### config.mk
export PLATFORM = sky130hd
export DESIGN_NAME = ws2812_pixel_spi_encoder
export DESIGN_NICKNAME = d
export VERILOG_FILES = /design/src/rtl/wpse_pkg.sv /design/src/rtl/wpse_front.sv /design/src/rtl/wpse_queue.sv /design/src/rtl/wpse_serial.sv /design/src/rtl/ws2812_pixel_spi_encoder.sv
export VERILOG_INCLUDE_DIRS = /design/src /design/src/rtl
export SDC_FILE = /design/constraint.sdc
export NUM_CORES = 1
export LEC_CHECK = 0
export BUFFER_PORTS_ARGS = -buffer_cell sky130_fd_sc_hd__buf_4
export CAP_MARGIN = 20
export CELL_PAD_IN_SITES_DETAIL_PLACEMENT = 0
export CELL_PAD_IN_SITES_GLOBAL_PLACEMENT = 2
export CORE_UTILIZATION = 41
export DETAILED_ROUTE_END_ITERATION = 7
export GPL_ROUTABILITY_DRIVEN = 0
export PLACE_DENSITY_LB_ADDON = 0.1
export SLEW_MARGIN = 25
export SYNTH_ARGS = -nofsm -noshare
export SYNTH_HDL_FRONTEND = slang
export SYNTH_HIERARCHICAL = 1
export SYNTH_SLANG_ARGS = --single-unit
### constraint.sdc
create_clock -name clock -period 8.1 [get_ports clock]
set_input_delay 0.81 -clock clock [delete_from_list [all_inputs] [get_ports clock]]
set_output_delay 0.81 -clock clock [all_outputs]
set_load 0.01 [all_outputs]
### src/rtl/ws2812_pixel_spi_encoder_macros.svh
// ----------------------------------------------------------------------------
// WS2812 pixel SPI encoder assertion macros
// Guarded assertion wrappers; empty when SYNTH is defined.
// ----------------------------------------------------------------------------
`ifndef WS2812_PIXEL_SPI_ENCODER_MACROS_SVH
`define WS2812_PIXEL_SPI_ENCODER_MACROS_SVH

`ifndef SYNTH

// Check that the consequent holds in the same cycle as the antecedent
`define WPSE_ASSERT_SAME(label, clk, rst, ante, cons) \
   label: assert property (@(posedge clk) disable iff (rst) (ante) |-> (cons)) \
      else $error("wpse assertion failed");

// Check that the consequent holds in the cycle after the antecedent
`define WPSE_ASSERT_NEXT(label, clk, rst, ante, cons) \
   label: assert property (@(posedge clk) disable iff (rst) (ante) |=> (cons)) \
      else $error("wpse assertion failed");

`else

`define WPSE_ASSERT_SAME(label, clk, rst, ante, cons)
`define WPSE_ASSERT_NEXT(label, clk, rst, ante, cons)

`endif

`endif

### src/rtl/wpse_pkg.sv
// ----------------------------------------------------------------------------
// WS2812 pixel SPI encoder package
// Transaction types, register codes, constants and the brightness curve.
// ----------------------------------------------------------------------------
package wpse_pkg;

   // Widths and sizes
   localparam int PixelWidth       = 24;
   localparam int SymbolsPerPixel  = 24;
   localparam int BitsLeftWidth    = 5;
   localparam int CsrIndexWidth    = 2;
   localparam int CsrDataWidth     = 16;
   localparam int QueueDepthDefault = 2;

   // Register indexes
   localparam logic [CsrIndexWidth-1:0] RegPixelCount = 2'd0;
   localparam logic [CsrIndexWidth-1:0] RegOneSymbol  = 2'd1;
   localparam logic [CsrIndexWidth-1:0] RegZeroSymbol = 2'd2;

   // Register reset values
   localparam logic [15:0] PixelCountReset = 16'hFFFF;
   localparam logic [7:0]  OneSymbolReset  = 8'h7E;
   localparam logic [7:0]  ZeroSymbolReset = 8'h70;

   // Scaling modes
   localparam logic [1:0] ModeLinear = 2'd1;
   localparam logic [1:0] ModeCurve  = 2'd2;

   typedef struct packed {
      logic [15:0] pixel_index;
      logic [7:0]  red;
      logic [7:0]  green;
      logic [7:0]  blue;
      logic [1:0]  scale_mode;
      logic [7:0]  level;
   } req_type;

   typedef struct packed {
      logic [7:0] spi_byte;
      logic       last;
   } rsp_type;

   typedef struct packed {
      logic [7:0] one_symbol;
      logic [7:0] zero_symbol;
   } symbol_cfg_type;

   typedef struct packed {
      logic full;
      logic empty;
   } queue_status_type;

   // Perceived brightness curve, indexed by the top nibble of the level
   function automatic logic [7:0] brightness_curve(input logic [3:0] idx);
      logic [7:0] val;
      unique case (idx)
         4'd0:    val = 8'd0;
         4'd1:    val = 8'd1;
         4'd2:    val = 8'd2;
         4'd3:    val = 8'd3;
         4'd4:    val = 8'd4;
         4'd5:    val = 8'd6;
         4'd6:    val = 8'd8;
         4'd7:    val = 8'd12;
         4'd8:    val = 8'd23;
         4'd9:    val = 8'd36;
         4'd10:   val = 8'd48;
         4'd11:   val = 8'd70;
         4'd12:   val = 8'd95;
         4'd13:   val = 8'd135;
         4'd14:   val = 8'd190;
         default: val = 8'd255;
      endcase
      return val;
   endfunction

endpackage

### src/rtl/wpse_front.sv
// ----------------------------------------------------------------------------
// WS2812 pixel SPI encoder front end
// Accepts pixels, drops those beyond the chain, scales and packs G:R:B.
// ----------------------------------------------------------------------------
module wpse_front (
   input  logic                        clock,
   input  logic                        reset,
   input  logic                        req_push,
   output logic                        req_full,
   input  wpse_pkg::req_type           req_data,
   input  logic [15:0]                 pixel_count,
   input  wpse_pkg::queue_status_type  q_status,
   output logic                        q_push,
   output logic [wpse_pkg::PixelWidth-1:0] q_wdata
);
   import wpse_pkg::*;

   logic                  valid_ff;
   logic                  valid_in;
   logic [PixelWidth-1:0] word_ff;
   logic [PixelWidth-1:0] word_in;
   logic                  advance;
   logic                  accept;
   logic                  in_chain;
   logic                  scaled;
   logic [7:0]            factor;
   logic [15:0]           prod_r;
   logic [15:0]           prod_g;
   logic [15:0]           prod_b;

   // Stage moves on when empty or when the queue takes its word
   assign advance  = !valid_ff || !q_status.full;
   assign req_full = !advance;
   assign accept   = req_push && advance;
   assign in_chain = req_data.pixel_index < pixel_count;

   // Pick the scale factor and scale each channel
   always_comb begin
      scaled = (req_data.scale_mode == ModeLinear) || (req_data.scale_mode == ModeCurve);
      factor = (req_data.scale_mode == ModeCurve) ?
               brightness_curve(req_data.level[7:4]) : req_data.level;
      prod_r = 16'(req_data.red)   * 16'(factor);
      prod_g = 16'(req_data.green) * 16'(factor);
      prod_b = 16'(req_data.blue)  * 16'(factor);
      if (scaled) begin
         word_in = {prod_g[15:8], prod_r[15:8], prod_b[15:8]};
      end else begin
         word_in = {req_data.green, req_data.red, req_data.blue};
      end
   end

   // Keep only pixels inside the chain
   always_comb begin
      if (advance) begin
         valid_in = accept && in_chain;
      end else begin
         valid_in = valid_ff;
      end
   end

   always_ff @(posedge clock) begin
      if (reset) begin
         valid_ff <= 1'b0;
      end else begin
         valid_ff <= valid_in;
      end
   end

   // Hold the packed word until the queue takes it
   always_ff @(posedge clock) begin
      if (advance) begin
         word_ff <= word_in;
      end
   end

   assign q_push  = valid_ff && !q_status.full;
   assign q_wdata = word_ff;

endmodule

### src/rtl/wpse_queue.sv
// ----------------------------------------------------------------------------
// WS2812 pixel SPI encoder pixel queue
// Short FIFO of packed pixel words between front end and serialiser.
// ----------------------------------------------------------------------------
module wpse_queue #(
   parameter int QueueDepth = wpse_pkg::QueueDepthDefault
) (
   input  logic                            clock,
   input  logic                            reset,
   input  logic                            q_push,
   input  logic [wpse_pkg::PixelWidth-1:0] q_wdata,
   input  logic                            q_pop,
   output logic [wpse_pkg::PixelWidth-1:0] q_rdata,
   output wpse_pkg::queue_status_type      q_status,
   output logic [$clog2(QueueDepth+1)-1:0] q_count
);
   import wpse_pkg::*;

   localparam int AddrWidth  = (QueueDepth > 1) ? $clog2(QueueDepth) : 1;
   localparam int CountWidth = $clog2(QueueDepth + 1);

   logic [PixelWidth-1:0] entry_ff [QueueDepth];
   logic [AddrWidth-1:0]  wr_ptr_ff;
   logic [AddrWidth-1:0]  wr_ptr_in;
   logic [AddrWidth-1:0]  rd_ptr_ff;
   logic [AddrWidth-1:0]  rd_ptr_in;
   logic [CountWidth-1:0] count_ff;
   logic [CountWidth-1:0] count_in;
   logic                  do_push;
   logic                  do_pop;

   assign q_status.full  = count_ff == CountWidth'(QueueDepth);
   assign q_status.empty = count_ff == '0;
   assign do_push = q_push && !q_status.full;
   assign do_pop  = q_pop && !q_status.empty;

   // Advance pointers with wrap at the depth
   always_comb begin
      wr_ptr_in = wr_ptr_ff;
      rd_ptr_in = rd_ptr_ff;
      count_in  = count_ff;
      if (do_push) begin
         wr_ptr_in = (wr_ptr_ff == AddrWidth'(QueueDepth - 1)) ? '0 : wr_ptr_ff + 1'b1;
      end
      if (do_pop) begin
         rd_ptr_in = (rd_ptr_ff == AddrWidth'(QueueDepth - 1)) ? '0 : rd_ptr_ff + 1'b1;
      end
      if (do_push && !do_pop) begin
         count_in = count_ff + 1'b1;
      end else if (do_pop && !do_push) begin
         count_in = count_ff - 1'b1;
      end
   end

   always_ff @(posedge clock) begin
      if (reset) begin
         wr_ptr_ff <= '0;
         rd_ptr_ff <= '0;
         count_ff  <= '0;
      end else begin
         wr_ptr_ff <= wr_ptr_in;
         rd_ptr_ff <= rd_ptr_in;
         count_ff  <= count_in;
      end
   end

   // Store pushed words
   always_ff @(posedge clock) begin
      if (do_push) begin
         entry_ff[wr_ptr_ff] <= q_wdata;
      end
   end

   assign q_rdata = entry_ff[rd_ptr_ff];
   assign q_count = count_ff;

endmodule

### src/rtl/wpse_serial.sv
// ----------------------------------------------------------------------------
// WS2812 pixel SPI encoder serialiser
// Shifts each pixel word out MSB first, one SPI symbol byte per cycle while rsp is not stalled.
// ----------------------------------------------------------------------------
module wpse_serial (
   input  logic                               clock,
   input  logic                               reset,
   input  wpse_pkg::queue_status_type         q_status,
   input  logic [wpse_pkg::PixelWidth-1:0]    q_rdata,
   output logic                               q_pop,
   input  wpse_pkg::symbol_cfg_type           symbols,
   output logic                               rsp_empty,
   input  logic                               rsp_pop,
   output wpse_pkg::rsp_type                  rsp_data,
   output logic [wpse_pkg::BitsLeftWidth-1:0] bits_left
);
   import wpse_pkg::*;

   logic                     out_valid_ff;
   rsp_type                  out_ff;
   rsp_type                  out_in;
   logic [PixelWidth-1:0]    shift_ff;
   logic [PixelWidth-1:0]    shift_in;
   logic [BitsLeftWidth-1:0] bits_left_ff;
   logic [BitsLeftWidth-1:0] bits_left_in;
   logic                     out_free;
   logic                     have_work;
   logic                     emit;
   logic                     data_bit;

   assign out_free  = !out_valid_ff || rsp_pop;
   assign have_work = bits_left_ff != '0;
   assign emit      = out_free && (have_work || !q_status.empty);
   assign q_pop     = out_free && !have_work && !q_status.empty;

   // Take the next bit from the shifter, or load a fresh word
   always_comb begin
      if (have_work) begin
         data_bit     = shift_ff[PixelWidth-1];
         shift_in     = {shift_ff[PixelWidth-2:0], 1'b0};
         bits_left_in = bits_left_ff - 1'b1;
      end else begin
         data_bit     = q_rdata[PixelWidth-1];
         shift_in     = {q_rdata[PixelWidth-2:0], 1'b0};
         bits_left_in = BitsLeftWidth'(SymbolsPerPixel - 1);
      end
      out_in.spi_byte = data_bit ? symbols.one_symbol : symbols.zero_symbol;
      out_in.last     = have_work && (bits_left_ff == BitsLeftWidth'(1));
   end

   always_ff @(posedge clock) begin
      if (reset) begin
         out_valid_ff <= 1'b0;
         bits_left_ff <= '0;
      end else begin
         if (emit) begin
            out_valid_ff <= 1'b1;
            bits_left_ff <= bits_left_in;
         end else if (out_free) begin
            out_valid_ff <= 1'b0;
         end
      end
   end

   // Hold the shifter and the output symbol unless a new symbol leaves
   always_ff @(posedge clock) begin
      if (emit) begin
         shift_ff <= shift_in;
         out_ff   <= out_in;
      end
   end

   assign rsp_empty = !out_valid_ff;
   assign rsp_data  = out_ff;
   assign bits_left = bits_left_ff;

endmodule

### src/rtl/ws2812_pixel_spi_encoder.sv
// ----------------------------------------------------------------------------
// WS2812 pixel SPI encoder
// Scales RGB pixels and turns each into 24 SPI symbol bytes, GRB, MSB first.
//
//   Channel  Direction  Handshake              Payload
//   req      in         req_push / req_full    req_data  (req_type)
//   rsp      out        rsp_pop / rsp_empty    rsp_data  (rsp_type)
//   csr      in         csr_write              csr_index, csr_wdata
//
// A pixel in the chain occupies the serialiser for 24 symbols, one symbol per
// cycle while rsp is not stalled; the serialiser sets the sustained pixel rate.
// The first symbol passes the front-end register, queue and output register.
// A pixel beyond the chain is accepted and gives no symbols.
// Synchronous reset empties the queue and restores register defaults.
// A stalled rsp side fills the queue, then raises req_full.
// ----------------------------------------------------------------------------
module ws2812_pixel_spi_encoder #(
   parameter int QueueDepth = wpse_pkg::QueueDepthDefault
) (
   input  logic                                clock,
   input  logic                                reset,
   input  logic                                req_push,
   output logic                                req_full,
   input  wpse_pkg::req_type                   req_data,
   output logic                                rsp_empty,
   input  logic                                rsp_pop,
   output wpse_pkg::rsp_type                   rsp_data,
   input  logic                                csr_write,
   input  logic [wpse_pkg::CsrIndexWidth-1:0]  csr_index,
   input  logic [wpse_pkg::CsrDataWidth-1:0]   csr_wdata
);
   import wpse_pkg::*;

   `include "ws2812_pixel_spi_encoder_macros.svh"

   localparam int CountWidth = $clog2(QueueDepth + 1);

   logic [15:0]              pixel_count_ff;
   symbol_cfg_type           symbols_ff;
   queue_status_type         q_status;
   logic                     q_push;
   logic                     q_pop;
   logic [PixelWidth-1:0]    q_wdata;
   logic [PixelWidth-1:0]    q_rdata;
   logic [CountWidth-1:0]    q_count;
   logic [BitsLeftWidth-1:0] bits_left;

   // Configuration registers
   always_ff @(posedge clock) begin
      if (reset) begin
         pixel_count_ff         <= PixelCountReset;
         symbols_ff.one_symbol  <= OneSymbolReset;
         symbols_ff.zero_symbol <= ZeroSymbolReset;
      end else if (csr_write) begin
         unique case (csr_index)
            RegPixelCount: pixel_count_ff         <= csr_wdata;
            RegOneSymbol:  symbols_ff.one_symbol  <= csr_wdata[7:0];
            RegZeroSymbol: symbols_ff.zero_symbol <= csr_wdata[7:0];
            default: ;
         endcase
      end
   end

   wpse_front u_front (
      .clock       (clock),
      .reset       (reset),
      .req_push    (req_push),
      .req_full    (req_full),
      .req_data    (req_data),
      .pixel_count (pixel_count_ff),
      .q_status    (q_status),
      .q_push      (q_push),
      .q_wdata     (q_wdata)
   );

   wpse_queue #(
      .QueueDepth (QueueDepth)
   ) u_queue (
      .clock    (clock),
      .reset    (reset),
      .q_push   (q_push),
      .q_wdata  (q_wdata),
      .q_pop    (q_pop),
      .q_rdata  (q_rdata),
      .q_status (q_status),
      .q_count  (q_count)
   );

   wpse_serial u_serial (
      .clock     (clock),
      .reset     (reset),
      .q_status  (q_status),
      .q_rdata   (q_rdata),
      .q_pop     (q_pop),
      .symbols   (symbols_ff),
      .rsp_empty (rsp_empty),
      .rsp_pop   (rsp_pop),
      .rsp_data  (rsp_data),
      .bits_left (bits_left)
   );

   // Symbol counter stays within one pixel
   `WPSE_ASSERT_SAME(a_bits_left_range, clock, reset, 1'b1, bits_left <= BitsLeftWidth'(SymbolsPerPixel - 1))

   // Queue never holds more than its depth
   `WPSE_ASSERT_SAME(a_queue_bound, clock, reset, 1'b1, q_count <= CountWidth'(QueueDepth))

   // A marked symbol on the output means the pixel is fully shifted out
   `WPSE_ASSERT_SAME(a_last_done, clock, reset, !rsp_empty && rsp_data.last, bits_left == '0)

   // A word is only taken from the queue between pixels
   `WPSE_ASSERT_NEXT(a_load_start, clock, reset, q_pop, bits_left == BitsLeftWidth'(SymbolsPerPixel - 1))

endmodule

After elaboration in Yosys (flattened, before gate mapping). Memory sizes are Yosys's and may differ from the RTL's. A register that Yosys moved wholly into a read port is not among the register bits. Index checks and enable logic that the tools add are counted. Widths: inputs -> output; s select.

Logic and storage cells: 77. Memories kept: 2. Flip-flop bits (word level): 100. Output and inout bits: 11. Input bits: 73. Bits in read-only memories: 128. Memory bits (writable): 48.

Memory list: (no name shown) (depth 16, bits a word 8, read ports 1, clocked after Yosys merged registers in 0, write ports 0, line wpse_pkg.sv:56) `unique case (idx)`; u_queue.entry_ff (depth 2, bits a word 24, read ports 1, clocked after Yosys merged registers in 1, write ports 1, line wpse_queue.sv:22) `logic [PixelWidth-1:0] entry_ff [QueueDepth];`.

Multiplexer cells: 16. $add $sub $neg: 5. $mul: 3. Eq/ne operators: 6. Order comparisons: 1. Reduce and logical (&&, ||, !) cells: 31.

Operators by type and width (number): $mul 8x8->16 (3); $mux 24 (2); $lt 16x16->1 (1); $mux 8 (2); $logic_and 1x1->1 (11); $mux 1 (9); $logic_not 1->1 (8); $eq 2x2->1 const B (3); $reduce_and 2->1 (3); $eq 5x1->1 const B (1); $mux 5 (1); $reduce_bool 5->1 (1); $sub 5x1->5 const B (1); $eq 2x1->1 const B (2); $logic_not 2->1 (2); $logic_or 1x1->1 (4); $mux 2 (2); $reduce_bool 2->1 (2); $add 1x1->1 const B (2); $add 2x1->2 const B (1); $sub 2x1->2 const B (1).

Depth between registers and ports, before layout.
Depth in word-level cells: 8. Depth in mapped cells: 24. Gate-level depth less buffers: 22.

Modules after synthesis. Netlist, hierarchy kept.

Modules (own cells, without submodules): wpse_front (area each 7858.8 um2, cells an instance 888, times used 1, seq. area each 740.7 um2); wpse_queue (area each 1944.4 um2, cells an instance 100, times used 1, seq. area each 1541.5 um2); wpse_serial (area each 1705.4 um2, cells an instance 110, times used 1, seq. area each 1081.0 um2); ws2812_pixel_spi_encoder (area each 1285.0 um2, cells an instance 131, times used 1, seq. area each 640.6 um2).

Worst setup path after synthesis. No wires, ideal clock.

Path kind: input to register. Start point: input req_data[4] in the netlist's numbering. End point: register u_front.word_ff[15] (netlist: u_front/q_wdata[15]) (data pin). Cell stages on the path: 21. Setup time: 273 ps. Path slack: 2086 ps. Path buffers: 1. Arrival: 5742 ps. Data required time: 7827 ps. Path through: inv_1 ha_1 nor3_1 a21oi_1 a31oi_1 clkbuf_1 nor2b_1 fa_1 fa_1 fa_1 inv_1 fa_1 inv_1 ha_1 a21o_1 a21o_1 and2_1 a31o_2 a31o_2 a2111oi_0 a311oi_1.

Word-level cells in the longest chain between the ends: 4.

RTL lines: start, declared (line ws2812_pixel_spi_encoder.sv:24) `input wpse_pkg::req_type req_data,`; $mem_v2 16x8; $mux 8 (*) (line wpse_front.sv:40) `factor = (req_data.scale_mode == ModeCurve) ?`; $mul 8x8->16 (*) (line wpse_front.sv:42) `prod_r = 16'(req_data.red) * 16'(factor);`; $mux 24 (*) (line wpse_front.sv:45) `if (scaled) begin`; via u_front.word_in[15] (line wpse_front.sv:21) `logic [PixelWidth-1:0] word_in;`; end signal, assigned (line wpse_front.sv:72) `word_ff <= word_in;`; end, declared (line wpse_front.sv:20) `logic [PixelWidth-1:0] word_ff;`.

Mark *: on every way through the listed nets, which the timed path passes. The rest lies on a longest branch. A chain may end at the register's enable or synchronous reset.

Final worst setup path.
Start point: input req_data[8] in the netlist's numbering. End point: register u_front.word_ff[15] (netlist: u_front/q_wdata[15]) (data pin).

Word-level cells in the longest chain between the ends: 4. Elaborated cells on any way between the ends: 6. Classes of those cells: 1 x mul; 2 x eq/ne; 2 x mux; 1 x reduce/logical.

RTL lines (line): $eq 2x2->1 (wpse_front.sv:39, wpse_front.sv:40); $mux 8 (wpse_front.sv:40); $mul 8x8->16 (wpse_front.sv:42); $mux 24 (*) (wpse_front.sv:45); via u_front.word_in[15] (wpse_front.sv:21).

Marked as above.

==> key figures <==
STA
  – RSZ-0062 raised after global routing: no
  – Total negative slack: 0 ps
  – Hold Fails Final Rpt: 0
  – Fmax: approximately 160 MHz
  – Min cycle time layout: approximately 6300 ps
  – Slew Viols, Final: 0
  – Slew @ Worst Pin: 858 ps
  – Setup Skew: 9.26 ps
  – Final setup violation count: 0
  – Part of the cycle the worst path needs: between 70% and 80%
  – Slew headroom: between 40% and 50%

Place
  – Detail Placement HPWL: between 20000 and 25000 um
  – Placed instance count: ~1700
  – Port buffer count: between 80 and 90
  – Placed cell area: about 14000 sq um

Final layout
  – Post-Layout Cell Count: approximately 1700
  – Area Overhead vs Synth: 12.3%
  – Post-route cell area: about 14000 sq um
  – Multi-input gate area: about 8000 sq um
  – # fillers: just under 3000
  – Ratio of cells with drive above 1 in the final layout: between 15 and 20%
  – Final core area utilization: 46.8%
  – Nets: about 1600
  – Register Area: 4000 sq um
  – Diodes inserted: 0

Clock network
  – Num CTS Buffers: 17
  – CTS clk-pin slew, worst paths: around 60 ps
  – Worst skew pair latency: about 410 ps
  – Max H-tree Level: 4
  – Clk buf depth: 2
  – Post-CTS Setup Bufs: 0
  – CTS resizes: 0
  – CTS Sinks: ~150
  – Clk Tree Root Cell: clkbuf_16
  – TritonCTS clock tree: done
  – CTS hold repair buffers: 0

Synth
  – Asr flop ratio synth: 0%
  – Sequential area share after synthesis: a little under a third
  – Syn_area_per_cell: roughly 10 sq um
  – Synth area leader: edfxtp_1
  – YS warnings: 6
  – Most frequent cells after synthesis: 156 x inv_1, 133 x and2_1, 126 x ha_1
  – Mapped Cells: 1229
  – Area of the mapped netlist: between 10000 and 15000 sq um
  – #FFs+latches synth: about 150
  – Top_reg_cell synth: edfxtp_1
  – EDFF count, synth: 104
  – Synth top area share: 24.4%
  – Mapped Nets: ~1500
  – Dominant cell by count in the synthesized netlist: inv_1
  – Top cells by area, synth: edfxtp_1 24%, fa_1 16%, ha_1 12%
  – Yosys cell types: between 70 and 80

Global routing
  – Overall routing resource usage: between 10% and 20%
  – First-pass GRT wire length: 46500 um
  – Overflow after GRT: 0
  – Initial antenna violation count: 0
  – Largest net degree at the start of global routing: between 60 and 70
  – Vias in the first global route: roughly 8800

Die
  – # IOs: 84
  – Core area: a little over 30000 sq um
  – Rows: 64
  – Die Span Y: between 150 and 200 um
  – Initial Util: a little over two fifths
  – Die span in x: 179 um
  – Die ar.: 31900 sq um

Routing
  – DRC viols: 0
  – Total number of vias: 8506
  – Drt pass-1 iters: 8
  – Routed wire length per instance: approximately 16 um
  – Aggregate routed wire length: between 20000 and 30000 um
  – DR vias/cell: about 5.0
  – DR iter-0 viols: 317
  – Number of routed nets with antenna violations: 0

Setup path
  – CP delay by family, top: adder cells
  – CP Max Fanout: 24
  – Crit path capture type: flop
  – Required time of the critical path: 8250 ps
  – Critical-path cell list: buf_4, inv_1, ha_1, and4b_2, a21o_1, and2_1, fa_1, fa_1, fa_1, inv_1, fa_1, inv_1, ha_1, a21o_1, a21o_1, and2_1, a31o_2, a31o_2, a2111oi_0, a311oi_1
  – Worst path slowest cell: a21o_1
  – Flop2flop setup slack: between 5000 and 6000 ps
  – WP buf/inv: 4
  – CP most frequent cell: fa_1
  – Critical Path AT: ~6500 ps
  – Largest incremental delay on the critical path: between 600 and 700 ps
  – Crit Path Class: in2reg
  – Crit start category: input port

Power
  – Max VDD drop: ~120 uV
  – Leakage power: around 6.7 nW
  – PD cells: around 260 nW/um^2

Run
  – Maxcap violations: 0

Min path
  – Hold Crit Class: reg2reg

Outcome
  – Status: finished, final reports clean
-- power breakdown --
group | total (W) | switching, W | internal, W
Clock | 0.000775 | 0.000302 | 0.000474
Combinational | 0.00185 | 0.00106 | 0.000787
Sequential | 0.00118 | 0.0000751 | 0.00110
-- area by class of cell --
cell class                 count  share of cell area, %
inverter                     156                   4.08
multi-input combinational    877                   55.6
sequential                   148                   27.9
clock buffer                  21                   3.21
timing repair buffer          95                   4.99
clock inverter                11                  0.845
tap                          396                   3.45
-- final timing paths --
path,to,depth (start not counted),from
setup / recovery,u_front/q_wdata[15]$_DFFE_PN_,20,req_data[8]
hold / removal,u_queue/entry_ff[0][0]$_DFFE_PP_,0,u_front/q_wdata[0]$_DFFE_PN_
setup reg to reg,u_serial/shift_ff[10]$_DFFE_PP_,7,u_serial/bits_left[0]$_SDFFE_PP0P_
hold reg to reg,u_queue/entry_ff[0][0]$_DFFE_PP_,0,u_front/q_wdata[0]$_DFFE_PN_
-- cells in the final DEF (no fill, tap or decap), drive strengths merged, types with 4 or more instances in the layout --
master | netlist | routed
inv | 156 | 162
nor3 | 11 | 11
edfxtp | 104 | 104
a21oi | 34 | 34
nand2b | 19 | 19
xnor2 | 7 | 7
ha | 126 | 126
nor2b | 31 | 31
clkbuf | 35 | 21
xor2 | 11 | 11
nand3 | 12 | 12
mux2i | 36 | 36
o21ai | 40 | 40
a211oi | 10 | 10
nand4 | 9 | 9
a21o | 20 | 20
mux2 | 57 | 57
fa | 105 | 105
nor2 | 69 | 69
a221oi | 4 | 4
a31oi | 6 | 6
dfxtp | 44 | 44
buf | 13 | 95
and2 | 134 | 134
nand2 | 71 | 71
o31ai | 7 | 7
a31o | 4 | 4
a311oi | 4 | 4
-- through the flow --
| stage | total power, W | worst slack (ps) | hold slack [ps] |
|---|---|---|---|
| finish | 0.00380 | 1760 | 442 |
| CTS | 0.00385 | 1740 | 445 |
| floorplan | 0.00256 | 2090 | 421 |
| global route | 0.00414 | 1330 | 450 |
| global placement | 0.00305 | 1340 | 424 |
| detailed placement | 0.00305 | 1280 | 431 |
-- registers in the layout (all words and copies together) (netlist names), named ones only --
register               count
pixel_count_ff            16
u_serial/rsp_data          9
u_serial/bits_left         5
u_front/q_wdata           24
u_front/valid_ff           1
u_serial/shift_ff         23
u_queue/q_count            2
u_queue/wr_ptr_ff          1
symbols_ff                16
u_serial/out_valid_ff      1
u_queue/rd_ptr_ff          1
u_queue/entry_ff          48
-- cells by family (layout without fill, tap and decap cells) --
logic type | after synthesis | after routing | synth area share [%]
xor+xnor | 18 | 18 | 1.23
fa+ha+maj | 231 | 231 | 28.8
compound gates | 154 | 154 | 8.20
flops | 148 | 148 | 31.3
buf+inv | 204 | 283 | 6.43
simple gates | 381 | 381 | 16.2
mux | 93 | 93 | 7.86
-- routing by layer --
metal | GRT usage, % | share of wire (%)
met5 | 0 | 0
met4 | 4.06 | 1.0
met2 | 30.7 | 46
met3 | 1.98 | 2.1
met1 | 26.5 | 50
Power figures use the tool's default switching activity.
